<file path="src/hw/rtl/sdp_pkg.sv">
`timescale 1ns / 1ps
// ----------------------------------------------------------------------------
// sdp_pkg: shared types and constants of the signed decimal parser
// Character codes, phase and error encodings, range kinds and the item and
// result structures passed between the parser stages.
// ----------------------------------------------------------------------------
package sdp_pkg;

  // character codes
  localparam logic [7:0] CHAR_ZERO  = 8'h30;
  localparam logic [7:0] CHAR_NINE  = 8'h39;
  localparam logic [7:0] CHAR_SPACE = 8'h20;
  localparam logic [7:0] CHAR_TAB   = 8'h09;
  localparam logic [7:0] CHAR_MINUS = 8'h2D;
  localparam logic [7:0] CHAR_PLUS  = 8'h2B;

  // range limits
  localparam logic [31:0] U8_MAX      = 32'h0000_00FF;
  localparam logic [31:0] S16_POS_MAX = 32'h0000_7FFF;
  localparam logic [31:0] S16_NEG_MAX = 32'h0000_8000;

  typedef enum logic [1:0] {
    PH_SEEK   = 2'd0,
    PH_SIGN   = 2'd1,
    PH_DIGITS = 2'd2
  } phase_e;

  typedef enum logic [2:0] {
    ERR_OK        = 3'd0,
    ERR_NO_START  = 3'd1,
    ERR_NO_DIGITS = 3'd2,
    ERR_OVERFLOW  = 3'd3,
    ERR_RANGE     = 3'd4
  } err_e;

  typedef enum logic [1:0] {
    KIND_U8  = 2'd0,
    KIND_U32 = 2'd1,
    KIND_S16 = 2'd2
  } kind_e;

  localparam logic [1:0] KIND_RESET = KIND_U32;

  typedef struct packed {
    logic [7:0] char_code;
    logic       last_char;
  } char_item_t;

  typedef struct packed {
    logic signed [32:0] value;
    logic [2:0]         error_code;
  } result_t;

endpackage

</file>
<file path="src/hw/rtl/sdp_if.sv">
`timescale 1ns / 1ps
// ----------------------------------------------------------------------------
// sdp_if: handshake channels of the signed decimal parser
// Character input, result output and the result_kind write channel, each
// with valid, ready and its payload.
// ----------------------------------------------------------------------------
interface sdp_char_if;
  logic       valid;
  logic       ready;
  logic [7:0] char_code;
  logic       last_char;

  modport source (output valid, output char_code, output last_char, input ready);
  modport sink (input valid, input char_code, input last_char, output ready);
endinterface

interface sdp_result_if;
  logic               valid;
  logic               ready;
  logic signed [32:0] value;
  logic [2:0]         error_code;

  modport source (output valid, output value, output error_code, input ready);
  modport sink (input valid, input value, input error_code, output ready);
endinterface

interface sdp_cfg_if;
  logic       valid;
  logic       ready;
  logic [1:0] data;

  modport source (output valid, output data, input ready);
  modport sink (input valid, input data, output ready);
endinterface

</file>
<file path="src/hw/rtl/sdp_in_stage.sv">
`timescale 1ns / 1ps
// ----------------------------------------------------------------------------
// sdp_in_stage: input register
// Holds one character beat; refills in the same cycle the step logic takes it.
// ----------------------------------------------------------------------------
module sdp_in_stage
  import sdp_pkg::*;
(
  input  logic       clk_i,
  input  logic       rst_ni,
  input  logic       in_valid_i,
  input  char_item_t in_item_i,
  output logic       in_ready_o,
  input  logic       take_i,
  output logic       item_valid_o,
  output char_item_t item_o
);

  logic       valid_q, valid_d;
  char_item_t item_q;

  // free when empty or drained this cycle
  assign in_ready_o = !valid_q || take_i;

  always_comb begin
    valid_d = valid_q;
    if (in_ready_o) begin
      valid_d = in_valid_i;
    end
  end

  // occupancy flag
  always_ff @(posedge clk_i or negedge rst_ni) begin
    if (!rst_ni) begin
      valid_q <= 1'b0;
    end else begin
      valid_q <= valid_d;
    end
  end

  // payload, no reset
  always_ff @(posedge clk_i) begin
    if (in_ready_o && in_valid_i) begin
      item_q <= in_item_i;
    end
  end

  assign item_valid_o = valid_q;
  assign item_o       = item_q;

endmodule

</file>
<file path="src/hw/rtl/sdp_step.sv">
`timescale 1ns / 1ps
// ----------------------------------------------------------------------------
// sdp_step: per-character parse step; range checks a finished number
// Holds phase, sign and accumulator; one character per cycle, while the
// result register can take a result, updates them with a multiply-by-ten add.
// ----------------------------------------------------------------------------
module sdp_step
  import sdp_pkg::*;
(
  input  logic       clk_i,
  input  logic       rst_ni,
  input  logic [1:0] kind_i,
  input  logic       item_valid_i,
  input  char_item_t item_i,
  input  logic       res_ready_i,
  output logic       take_o,
  output logic       res_valid_o,
  output result_t    res_o
);

  phase_e      phase_q, phase_d;
  logic        neg_q, neg_d;
  logic [31:0] acc_q, acc_d;

  logic        fire;
  logic        is_digit, is_space, is_sign;
  logic [7:0]  digit_off;
  logic [35:0] mac;
  logic        emit, fin;
  err_e        err;
  logic        range_ok;
  logic [32:0] fin_val;
  logic [32:0] out_val;

  assign fire   = item_valid_i && res_ready_i;
  assign take_o = fire;

  // character classes
  assign is_digit  = (item_i.char_code >= CHAR_ZERO) && (item_i.char_code <= CHAR_NINE);
  assign is_space  = (item_i.char_code == CHAR_SPACE) || (item_i.char_code == CHAR_TAB);
  assign is_sign   = (item_i.char_code == CHAR_MINUS) || (item_i.char_code == CHAR_PLUS);
  assign digit_off = item_i.char_code - CHAR_ZERO;

  // acc * 10 + digit, exact in 36 bits
  assign mac = {1'b0, acc_q, 3'b000} + {3'b000, acc_q, 1'b0} + {32'd0, digit_off[3:0]};

  // next state and result selection
  always_comb begin
    phase_d = phase_q;
    neg_d   = neg_q;
    acc_d   = acc_q;
    emit    = 1'b0;
    fin     = 1'b0;
    err     = ERR_OK;
    case (phase_q)
      PH_SEEK: begin
        if (is_space) begin
          emit = item_i.last_char;
          err  = ERR_NO_START;
        end else if (is_sign) begin
          neg_d   = (item_i.char_code == CHAR_MINUS);
          phase_d = PH_SIGN;
          emit    = item_i.last_char;
          err     = ERR_NO_DIGITS;
        end else if (!is_digit) begin
          emit = 1'b1;
          err  = ERR_NO_START;
        end else begin
          neg_d   = 1'b0;
          acc_d   = {28'd0, digit_off[3:0]};
          phase_d = PH_DIGITS;
          fin     = item_i.last_char;
        end
      end
      PH_SIGN: begin
        if (!is_digit) begin
          emit = 1'b1;
          err  = ERR_NO_DIGITS;
        end else begin
          acc_d   = {28'd0, digit_off[3:0]};
          phase_d = PH_DIGITS;
          fin     = item_i.last_char;
        end
      end
      default: begin
        if (!is_digit) begin
          fin = 1'b1;
        end else if (mac[35:32] != 4'd0) begin
          emit = 1'b1;
          err  = ERR_OVERFLOW;
        end else begin
          acc_d   = mac[31:0];
          phase_d = PH_DIGITS;
          fin     = item_i.last_char;
        end
      end
    endcase
  end

  // range check of a finished number
  always_comb begin
    range_ok = 1'b0;
    fin_val  = {1'b0, acc_d};
    case (kind_e'(kind_i))
      KIND_U8: begin
        range_ok = !neg_d && (acc_d <= U8_MAX);
      end
      KIND_U32: begin
        range_ok = !neg_d;
      end
      KIND_S16: begin
        if (neg_d) begin
          range_ok = (acc_d <= S16_NEG_MAX);
          fin_val  = 33'd0 - {1'b0, acc_d};
        end else begin
          range_ok = (acc_d <= S16_POS_MAX);
        end
      end
      default: begin
        range_ok = 1'b0;
      end
    endcase
  end

  // result payload
  always_comb begin
    res_o.error_code = err;
    out_val          = 33'd0;
    if (fin) begin
      res_o.error_code = range_ok ? ERR_OK : ERR_RANGE;
      out_val          = range_ok ? fin_val : 33'd0;
    end
    res_o.value = $signed(out_val);
  end

  assign res_valid_o = fire && (emit || fin);

  // number state, cleared after every result
  always_ff @(posedge clk_i or negedge rst_ni) begin
    if (!rst_ni) begin
      phase_q <= PH_SEEK;
      neg_q   <= 1'b0;
      acc_q   <= 32'd0;
    end else if (fire) begin
      if (emit || fin) begin
        phase_q <= PH_SEEK;
        neg_q   <= 1'b0;
        acc_q   <= 32'd0;
      end else begin
        phase_q <= phase_d;
        neg_q   <= neg_d;
        acc_q   <= acc_d;
      end
    end
  end

endmodule

</file>
<file path="src/hw/rtl/sdp_out_stage.sv">
`timescale 1ns / 1ps
// ----------------------------------------------------------------------------
// sdp_out_stage: result register
// Holds one result beat until taken; accepts a new one in the cycle it drains.
// ----------------------------------------------------------------------------
module sdp_out_stage
  import sdp_pkg::*;
(
  input  logic    clk_i,
  input  logic    rst_ni,
  input  logic    res_valid_i,
  input  result_t res_i,
  output logic    res_ready_o,
  output logic    out_valid_o,
  output result_t out_o,
  input  logic    out_ready_i
);

  logic    valid_q, valid_d;
  result_t res_q;

  assign res_ready_o = !valid_q || out_ready_i;

  always_comb begin
    valid_d = valid_q;
    if (res_ready_o) begin
      valid_d = res_valid_i;
    end
  end

  // occupancy flag
  always_ff @(posedge clk_i or negedge rst_ni) begin
    if (!rst_ni) begin
      valid_q <= 1'b0;
    end else begin
      valid_q <= valid_d;
    end
  end

  // payload, no reset
  always_ff @(posedge clk_i) begin
    if (res_ready_o && res_valid_i) begin
      res_q <= res_i;
    end
  end

  assign out_valid_o = valid_q;
  assign out_o       = res_q;

endmodule

</file>
<file path="src/hw/rtl/signed_decimal_parser.sv">
`timescale 1ns / 1ps
// Path: the character that ends a result passes the input register, then the
//   parse step, and the result is held in the result register.
// Throughput: one character per cycle while the result register can take a result.
// Reset: rst_ni clears phase, sign, accumulator and both stage flags;
//   result_kind returns to unsigned 32-bit.
// ----------------------------------------------------------------------------
// signed_decimal_parser: ASCII decimal integer parser
// Skips blanks, takes an optional sign and decimal digits, and returns the
// value or an error code after the range check selected by result_kind.
// ----------------------------------------------------------------------------
module signed_decimal_parser
  import sdp_pkg::*;
(
  input logic          clk_i,
  input logic          rst_ni,
  sdp_char_if.sink     char_i,
  sdp_result_if.source result_o,
  sdp_cfg_if.sink      cfg_i
);

  logic [1:0] kind_q;
  char_item_t in_item;
  char_item_t item;
  logic       item_valid;
  logic       take;
  logic       res_valid;
  logic       res_ready;
  result_t    res;
  result_t    out_res;

  // range kind register; the user must write it only when idle, the block itself does not enforce it
  assign cfg_i.ready = 1'b1;

  always_ff @(posedge clk_i or negedge rst_ni) begin
    if (!rst_ni) begin
      kind_q <= KIND_RESET;
    end else if (cfg_i.valid) begin
      kind_q <= cfg_i.data;
    end
  end

  // input register
  assign in_item.char_code = char_i.char_code;
  assign in_item.last_char = char_i.last_char;

  sdp_in_stage u_in (
    .clk_i        (clk_i),
    .rst_ni       (rst_ni),
    .in_valid_i   (char_i.valid),
    .in_item_i    (in_item),
    .in_ready_o   (char_i.ready),
    .take_i       (take),
    .item_valid_o (item_valid),
    .item_o       (item)
  );

  // parse step
  sdp_step u_step (
    .clk_i        (clk_i),
    .rst_ni       (rst_ni),
    .kind_i       (kind_q),
    .item_valid_i (item_valid),
    .item_i       (item),
    .res_ready_i  (res_ready),
    .take_o       (take),
    .res_valid_o  (res_valid),
    .res_o        (res)
  );

  // result register
  sdp_out_stage u_out (
    .clk_i       (clk_i),
    .rst_ni      (rst_ni),
    .res_valid_i (res_valid),
    .res_i       (res),
    .res_ready_o (res_ready),
    .out_valid_o (result_o.valid),
    .out_o       (out_res),
    .out_ready_i (result_o.ready)
  );

  assign result_o.value      = out_res.value;
  assign result_o.error_code = out_res.error_code;

  // a failed parse carries a zero value
  assert property (@(posedge clk_i) disable iff (!rst_ni)
    (result_o.valid && (result_o.error_code != ERR_OK)) |-> (result_o.value == 33'sd0))
    else $error("error result with nonzero value");

  // error codes stay within the defined set
  assert property (@(posedge clk_i) disable iff (!rst_ni)
    result_o.valid |-> (result_o.error_code <= ERR_RANGE))
    else $error("undefined error code");

  // unsigned 8-bit kind never passes a value above 255
  assert property (@(posedge clk_i) disable iff (!rst_ni)
    (result_o.valid && (result_o.error_code == ERR_OK) && (kind_q == KIND_U8))
      |-> (result_o.value[32:8] == 25'd0))
    else $error("8-bit range check let a wide value through");

  // a full input register blocked by the result stage holds off new beats
  assert property (@(posedge clk_i) disable iff (!rst_ni)
    (item_valid && !res_ready) |-> !char_i.ready)
    else $error("input accepted while stalled");

endmodule
</file>
<file path="src/flat_wrapper.sv">
// flat-port wrapper written by rule: the top's interface ports become plain ports
module signed_decimal_parser_flat import sdp_pkg::*;
  (clk_i, rst_ni, char_i_valid, char_i_char_code, char_i_last_char, char_i_ready, result_o_valid, result_o_value, result_o_error_code, result_o_ready, cfg_i_valid, cfg_i_data, cfg_i_ready);
  sdp_char_if char_i_i ();
  sdp_result_if result_o_i ();
  sdp_cfg_if cfg_i_i ();
  input logic clk_i;
  input logic rst_ni;
  input wire logic [$bits(char_i_i.valid)-1:0] char_i_valid;
  input wire logic [$bits(char_i_i.char_code)-1:0] char_i_char_code;
  input wire logic [$bits(char_i_i.last_char)-1:0] char_i_last_char;
  output wire logic [$bits(char_i_i.ready)-1:0] char_i_ready;
  output wire logic [$bits(result_o_i.valid)-1:0] result_o_valid;
  output wire logic [$bits(result_o_i.value)-1:0] result_o_value;
  output wire logic [$bits(result_o_i.error_code)-1:0] result_o_error_code;
  input wire logic [$bits(result_o_i.ready)-1:0] result_o_ready;
  input wire logic [$bits(cfg_i_i.valid)-1:0] cfg_i_valid;
  input wire logic [$bits(cfg_i_i.data)-1:0] cfg_i_data;
  output wire logic [$bits(cfg_i_i.ready)-1:0] cfg_i_ready;
  assign char_i_i.valid = char_i_valid;
  assign char_i_i.char_code = char_i_char_code;
  assign char_i_i.last_char = char_i_last_char;
  assign char_i_ready = char_i_i.ready;
  assign result_o_valid = result_o_i.valid;
  assign result_o_value = result_o_i.value;
  assign result_o_error_code = result_o_i.error_code;
  assign result_o_i.ready = result_o_ready;
  assign cfg_i_i.valid = cfg_i_valid;
  assign cfg_i_i.data = cfg_i_data;
  assign cfg_i_ready = cfg_i_i.ready;
  signed_decimal_parser u_core (.clk_i(clk_i), .rst_ni(rst_ni), .char_i(char_i_i), .result_o(result_o_i), .cfg_i(cfg_i_i));
endmodule
</file>
<file path="config.mk">
export PLATFORM = sky130hd
export DESIGN_NAME = signed_decimal_parser_flat
export DESIGN_NICKNAME = d
export VERILOG_FILES = /design/src/hw/rtl/sdp_pkg.sv /design/src/hw/rtl/sdp_if.sv /design/src/hw/rtl/sdp_in_stage.sv /design/src/hw/rtl/sdp_step.sv /design/src/hw/rtl/sdp_out_stage.sv /design/src/hw/rtl/signed_decimal_parser.sv /design/src/flat_wrapper.sv
export SDC_FILE = /design/constraint.sdc
export NUM_CORES = 1
export LEC_CHECK = 0
export BUFFER_PORTS_ARGS = -buffer_cell sky130_fd_sc_hd__clkbuf_2
export CAP_MARGIN = 30
export CORE_MARGIN = 1
export CORE_UTILIZATION = 50
export CTS_BUF_LIST = sky130_fd_sc_hd__clkbuf_4
export DETAILED_ROUTE_END_ITERATION = 10
export GPL_TIMING_DRIVEN = 0
export PLACE_DENSITY = 0.68
export SLEW_MARGIN = 5
export SYNTH_ARGS = -nofsm -noshare
export SYNTH_HDL_FRONTEND = slang
export SYNTH_SLANG_ARGS = --single-unit
export TNS_END_PERCENT = 5
</file>
<file path="constraint.sdc">
create_clock -name clk_i -period 14.5 [get_ports clk_i]
set_input_delay 2.9 -clock clk_i [delete_from_list [all_inputs] [get_ports clk_i]]
set_output_delay 2.9 -clock clk_i [all_outputs]
set_load 0.1 [all_outputs]
</file>
---- Yosys cells after proc, flatten, opt, wreduce, memory -nomap -nowiden ----
Index checks and enable logic that the tools add are counted.
storage, ports and cells
  flip-flop bits (word level) ............. 84
  output and inout port bits .............. 39
  word-level logic and storage cells ...... 94
cells by class
  add/sub/neg operators ................... 4
  $lt $le $gt $ge ......................... 5
  equal/unequal tests ..................... 9
  mux-type cells .......................... 44
  reductions and logical operators ........ 21
operator list
  kind                                                               count
  two-way mux 32 bit                                                 8
  case mux 32 bit (2 select lines)                                   1
  adder 35 x 33 -> 36 bit                                            1
  adder 36 x 4 -> 36 bit                                             1
  subtractor 1 x 32 -> 33 bit (first input constant)                 1
  less-or-equal comparator 32 x 15 -> 1 bit (second input constant)  1
  less-or-equal comparator 32 x 16 -> 1 bit (second input constant)  1
  less-or-equal comparator 32 x 8 -> 1 bit (second input constant)   1
  equality test 8 x 6 -> 1 bit (second input constant)               3
  two-way mux 2 bit                                                  11
  two-way mux 1 bit                                                  17
  equality test 8 x 4 -> 1 bit (second input constant)               1
  >= comparator 8 x 6 -> 1 bit (second input constant)               1
  less-or-equal comparator 8 x 6 -> 1 bit (second input constant)    1
  AND reduction 4 bit                                                2
  nonzero test 4 bit                                                 2
  logical AND 1 bit                                                  6
  two-way mux 3 bit                                                  2
  case mux 3 bit (2 select lines)                                    1
  logical OR 1 bit                                                   5
  equality test 2 x 1 -> 1 bit (second input constant)               2
  logical NOT 2 bit                                                  2
  inequality test 4 x 1 -> 1 bit (second input constant)             1
  case mux 1 bit (2 select lines)                                    2
  other kinds (7)                                                    9

---- Depth between registers and ports, before layout ----
  depth in word-level cells ............... 11
  mapped depth ............................ 22
  gate-level depth less buffers ........... 21

---- By module ----
From an unflattened synthesis, not the netlist that was laid out.
second synthesis, totals
  cells, all modules ...................... 861
  area, all modules ....................... 7354.6 um2
modules (own cells, without submodules)
  module                 times used  cells each  area an instance (um2)  seq. area each (um2)
  sdp_step               1           802         5810.6                  875.8
  sdp_out_stage          1           40          1134.8                  1106.1
  sdp_in_stage           1           13          324.1                   295.3
  signed_decimal_parser  1           6           85.1                    51.3

---- Least setup slack after synthesis ----
OpenSTA, ideal clock, no wires.
  path type ............................... input-to-output
  from .................................... input port result_o_ready
  to ...................................... output port char_i_ready
  arrival ................................. 3.722 ns
  data required time ...................... 11.600 ns
  path slack .............................. 7.878 ns
  cell stages on the path ................. 1
  cell sequence ........................... nand3b_1
between the ends
  longest elaborated chain between the ends .. 3
RTL lines
  item               line                 text
  from (decl)        flat_wrapper.sv:16   input wire logic [$bits(result_o_i.ready)-1:0] result_o_ready;
  logical OR 1 bit   sdp_out_stage.sv:22  assign res_ready_o = !valid_q || out_ready_i;
  logical AND 1 bit  sdp_step.sv:35       assign fire = item_valid_i && res_ready_i;
  logical OR 1 bit   sdp_in_stage.sv:23   assign in_ready_o = !valid_q || take_i;
  to (decl)          flat_wrapper.sv:12   output wire logic [$bits(char_i_i.ready)-1:0] char_i_ready;
No other way between the ends.

---- Final worst setup path ----
  from .................................... register u_core.u_step.acc_q[2]
  to ...................................... register u_core.u_out.res_q, in the netlist u_core.u_out.out_o[17], data pin
between the ends
  longest elaborated chain between the ends .. 10
  elaborated cells on any way between the ends .. 22
  those cells by class .................... add/sub: 3; order compare: 3; mux: 13; reduce/logical: 3
RTL lines
  item                                                                     line                              text
  from (decl)                                                              sdp_step.sv:23                    logic [31:0] acc_q, acc_d;
  from (signal assigned)                                                   sdp_step.sv:143                   acc_q <= 32'd0;
  from (signal assigned)                                                   sdp_step.sv:148                   acc_q <= 32'd0;
  from (signal assigned)                                                   sdp_step.sv:152                   acc_q <= acc_d;
  adder 35 x 33 -> 36 bit *                                                sdp_step.sv:45                    assign mac = {1'b0, acc_q, 3'b000} + {3'b000, acc_q, 1'b0} + {32'd0, digit_off[3:0]};
  adder 36 x 4 -> 36 bit *                                                 sdp_step.sv:45
  nonzero test 4 bit *                                                     sdp_step.sv:88                    end else if (mac[35:32] != 4'd0) begin
  two-way mux 32 bit *                                                     sdp_step.sv:88
  two-way mux 32 bit *                                                     sdp_step.sv:86                    if (!is_digit) begin
  case mux 32 bit (2 select lines) *                                       sdp_step.sv:55                    case (phase_q)
  named net u_core.u_step.acc_d[0]                                         sdp_step.sv:23
  less-or-equal comparator 32 x 15 -> 1 bit, or another cell as far along  sdp_step.sv:116                   range_ok = (acc_d <= S16_POS_MAX);
  two-way mux 1 bit / logical AND 1 bit (equally long branches)            sdp_step.sv:112, sdp_step.sv:106
  case mux 1 bit (3 select lines)                                          sdp_step.sv:104                   case (kind_e'(kind_i))
  AND reduction 2 bit (no source line)                                     -
  to (signal assigned)                                                     sdp_out_stage.sv:43               res_q <= res_i;
  to (decl)                                                                sdp_out_stage.sv:20               result_t res_q;
Mark *: on every way through the listed nets, which the timed path passes. The rest lies on a longest branch.
A chain may end at the register's enable or synchronous reset.

==> results.env <==
FIN_CRIT_NS=7.50
HOLD_PATH_CLASS='reg2reg'
REMAINING_DRC_ERRORS=0
NUM_ROWS=44
SYNTH_LARGEST_AREA_CELL='sky130_fd_sc_hd__edfxtp_1'
PATH_CELLS='inv_1 -> fa_1 -> fa_1 -> nand2b_1 -> a21oi_1 -> o21ai_1 -> o21ai_0 -> a21oi_1 -> o211ai_1 -> a41oi_2 -> mux2_2 -> inv_1 -> ha_1 -> o21ai_0 -> or3b_2 -> mux2i_1 -> nand4_1 -> a22oi_2 -> nand3b_2 -> buf_4 -> a21oi_1'
PLACED_CELLS_INCL_TAPS=1079
SETUP_VIOL_COUNT_FINAL=0
COMBINATIONALPOWERSHARE_PCT=23.3
CTS.CLK_SLEW.WORST_PATHS_NS=0.16
YOSYS_WARNINGS=0
NUMBER_OF_H_TREE_BRANCHING_LEVELS=3
PINS_OVER_SLEW_LIMIT=0
WORST_SETUP_PATH_END_KIND='flop'
TIGHTESTPINTRANSITION_NS=0.878
RSZ_0062_RAISED_AFTER_GLOBAL_ROUTING='no'
WP_DATA_ARRIVAL_NS=7.78
GRT.OVERFLOW.TOTAL=0
FINAL.FILL_COUNT=1383
POSTLAYOUTCOREUTIL_PCT=56.0
NUMBER_OF_ENABLE_FLIP_FLOP_CELLS_AFTER_SYNTHESIS=45
WORSTSETUPSTARTPOINTTYPE='flop'
GP_CONGESTION=0.918
STATUS='completed'
CLK_PATH_BUF_DEPTH=2
POSTSYNTHREGISTERBITS=84
DESIGN.DIE.AREA_SQ_UM=15400
DOMINANTREGCELLSYNTH='sky130_fd_sc_hd__edfxtp_1'
DRIVE_ABOVE_1_SHARE_PCT=14.5
NUM_VIAS=6875
CLOCK-SKEW-FINAL_NS=0.0228
SLOWEST_STAGE='sky130_fd_sc_hd__mux2i_1'
PART_OF_THE_TOTAL_POWER_DISSIPATED_IN_THE_CLOCK_NETWORK_PCT=25.4
SETUP_TNS_NS=0
DIE-WIDTH_UM=124
TRITONCTS='yes'
FIN_NETS=989
FIRST_GLOBAL_VIAS=6497
CRITICAL_PATH_REQUIRED_NS=14.78
SYN-INSTANCE-COUNT=840
SWITCHING_POWER_uW=207
POSTROUTEWIRELENGTH_UM=22100
POWER_FRAC_SEQ_PCT=51.3
MAX-CAP-VIOLATIONS=0
MAX_CLOCK_FREQ_GHz=0.133
SUM_OF_NET_HALF_PERIMETERS_AFTER_DETAILED_PLACEMENT_UM=17300
CLOCK-ROOT-BUFFER='sky130_fd_sc_hd__clkbuf_4'
ROUTE.ANTENNA.REMAINING_NETS=0
DRT_FIRST_PASS_ITERS=5
CP_COMMON_CELL='sky130_fd_sc_hd__a21oi_1'
FIRST_ITER_VIOLATIONS=586
DRT-VIAS-PER-INSTANCE=6.28
SYNTH_LARGEST_TYPE_AREA_FRACTION_PCT=18.1
SYN_AVG_CELL_AREA_SQ_UM=8.89
SYNTH_SEQUENTIAL_AREA_RATIO_PCT=31.2
FINAL_HOLD_VIOL_COUNT=0
FIN_CELLS=1095
GRT_FIRST_PASS_WIRELENGTH_UM=35300
INITIAL_CORE_UTIL_PCT=51.4
BUFFERS_INSERTED_BY_POST_CTS_TIMING_REPAIR=0
PWR_DENSITY_CELL_nW_PER_UM2=65.0
NUM_IO_PINS=55
N_ANTENNA_CELL=0
AREA_GROWTH_PCT=9.05
CRITICAL-PATH-TOP-DELAY-FAMILY='compound AO/OA/AOI/OAI gates'
WL_PER_CELL_UM=20.2
GRT_ANTENNA_BEFORE_REPAIR=0
CELLINTERNALPOWER_uW=322
YOSYSUNIQUECELLTYPES=83
CLOCK_SINK_COUNT=84
PLACE.PORT_BUFFERS=53
MAPPEDNETLISTAREA_SQ_UM=7470
SLOWEST_DELAY_NS=0.70
GLOBAL_ROUTE.USAGE.TOTAL_PCT=29.1
TIMING.CRITICAL_PATH.FANOUT_MAX=10
CRITICAL_SETUP_PATH_KIND='reg2reg'
GRT_START_MAX_NET_PINS=27
CLOCK_LATENCY_NS=0.47
CHIPHEIGHT_UM=124
SLEW-LIMIT-HEADROOM_PCT=39.8
YS_ASYNC_SR_FRACTION_PCT=46.4
AREA_OF_THE_CORE_SQ_UM=14500
TOTAL_POWER_uW=529
CP_NUM_BUF_INV=3
FIN_CRIT_SH_PCT=51.7
NETSWITCHINGFRACTION_PCT=39.2
VDD_IR_DROP_MAX_uV=50.4
POWER_LEAKAGE_uW=0.00365
MAPPEDNETLISTNETS=923
NETLIST_TOP_CELLS_AREA='sky130_fd_sc_hd__edfxtp_1, sky130_fd_sc_hd__dfrtp_1, sky130_fd_sc_hd__ha_1'
POST_CTS_HOLD_BUFFER_COUNT=0
CTS_RESIZED=0
WORST_HOLD_SLACK_NS=0.578
CTS-BUFFERS-INSERTED=9
## path summary, 6_finish.rpt
check | slack [ns] | from | to | cells past startpoint
max | 7.00 | u_core.u_step.acc_q[2] | u_core.u_out.out_o[17] | 21
min | 0.58 | u_core.u_step.neg_q | u_core.u_step.neg_q | 2
max reg2reg | 7.00 | u_core.u_step.acc_q[2] | u_core.u_out.out_o[17] | 21
min reg2reg | 0.58 | u_core.u_step.neg_q | u_core.u_step.neg_q | 2
max in group asynchronous | 11.48 | rst_ni | u_core.kind_q[0] | 2
min in group asynchronous | 2.41 | rst_ni | u_core.u_step.acc_q[20] | 1
## layout make-up
class	instances	area, sq um	share of cell area (%)
Clock buffer	9	67.6	0.830
Inverter	25	93.8	1.15
Clock inverter	7	57.6	0.707
Buffer	43	193	2.37
Sequential cell	84	2330	28.6
Timing Repair Buffer	55	320	3.93
Multi-Input combinational cell	688	4850	59.6
Tap cell	184	230	2.83
## flip-flops by register name, indices dropped and copies added, names as in the netlist
signal,count
u_core.u_step.neg_q,1
u_core.kind_q,2
u_core.u_in.item_valid_o,1
u_core.u_step.acc_q,32
u_core.u_out.out_valid_o,1
u_core.u_step.phase_q,2
u_core.u_out.out_o,36
u_core.u_in.item_o,9
## per-stage QoR
| step | area (sq um) | worst slack, ns |
|---|---|---|
| 3_3_place_gp | 7960 | 7.38 |
| 4_1_cts | 8140 | 7.25 |
| 3_5_place_dp | 8020 | 7.33 |
| 6_report | 8140 | 7.00 |
| 5_1_grt | 8140 | 6.82 |
| 2_1_floorplan | 7470 | 7.88 |
## kinds of logic after synthesis
logic type      count (synthesis)  share of synthesized area, %
xor+xnor                       50                          5.86
flops                          84                          31.2
fa+ha+maj                      67                          11.4
buf+inv                        68                          3.84
compound gates                244                          23.5
mux                            27                          3.80
other cells                     1                        0.0502
simple gates                  299                          20.3
## synthesized netlist by cell type, drive strengths merged, types with 4 or more instances
master   number
and3         13
o21ai        52
a211oi        5
mux2         11
o211ai       13
nand3        25
xnor2        29
o41ai         7
buf          16
nor2         72
a211o         4
mux2i        16
edfxtp       45
o2111ai       4
a31oi        12
o21a         10
or3           5
a311oi        4
nand4        14
and2         12
inv          25
clkbuf       27
nor4          9
dfrtp        38
o31ai        36
o21bai        4
a21oi        50
nor4b         4
nand3b        5
xor2         21
nor3         17
nand2       101
ha           65
a21o         15
nand2b       10
## worst reg2reg max path, delay by kind of cell, from the launching register on
kind / cells / cell delay, ns
compound gates: 9 / 2.70
flops: 1 / 0.53
simple gates: 4 / 1.19
fa+ha+maj: 3 / 1.20
buf+inv: 3 / 0.55
mux: 2 / 1.14
## cell usage in the layout, fill, tap and decap left out, drive strengths merged, types with 4 or more instances in the layout
cell     netlist  routed
edfxtp        45      45
a31oi         12      12
dfrtp         38      38
o41ai          7       7
o21a          10      10
o211ai        13      13
xnor2         29      29
xor2          21      21
o31ai         36      36
nand2        101     101
nor2          72      72
and3          13      13
a21o          15      15
inv           25      29
and2          12      12
o2111ai        4       4
nand3b         5       5
nand2b        10      10
o21bai         4       4
o21ai         52      52
a21oi         50      50
mux2i         16      16
a311oi         4       4
nor4           9       9
nor3          17      17
mux2          11      11
ha            65      65
clkbuf        27      89
a211o          4       4
nand3         25      25
nor4b          4       4
nand4         14      14
a211oi         5       5
or3            5       5
buf           16      18
## per-layer routing
| metal | up-vias | wire, um | global-route usage, % |
|---|---|---|---|
| met3 | 48 | 1840 | 5.39 |
| met4 | 0 | 647 | 9.99 |
| li1 | 3284 | - | - |
| met5 | - | 0 | 0 |
| met2 | 292 | 9940 | 44.9 |
| met1 | 3251 | 9650 | 40.8 |
## power by group through the flow
stage | clock [uW] | combinational [uW] | sequential, uW
global route | 146 | 127 | 273
finish | 134 | 123 | 271
detailed placement | 0 | 122 | 276
floorplan | 0 | 28.5 | 342
global placement | 0 | 119 | 276
CTS | 136 | 123 | 271
(Power assumes the default switching activity.)
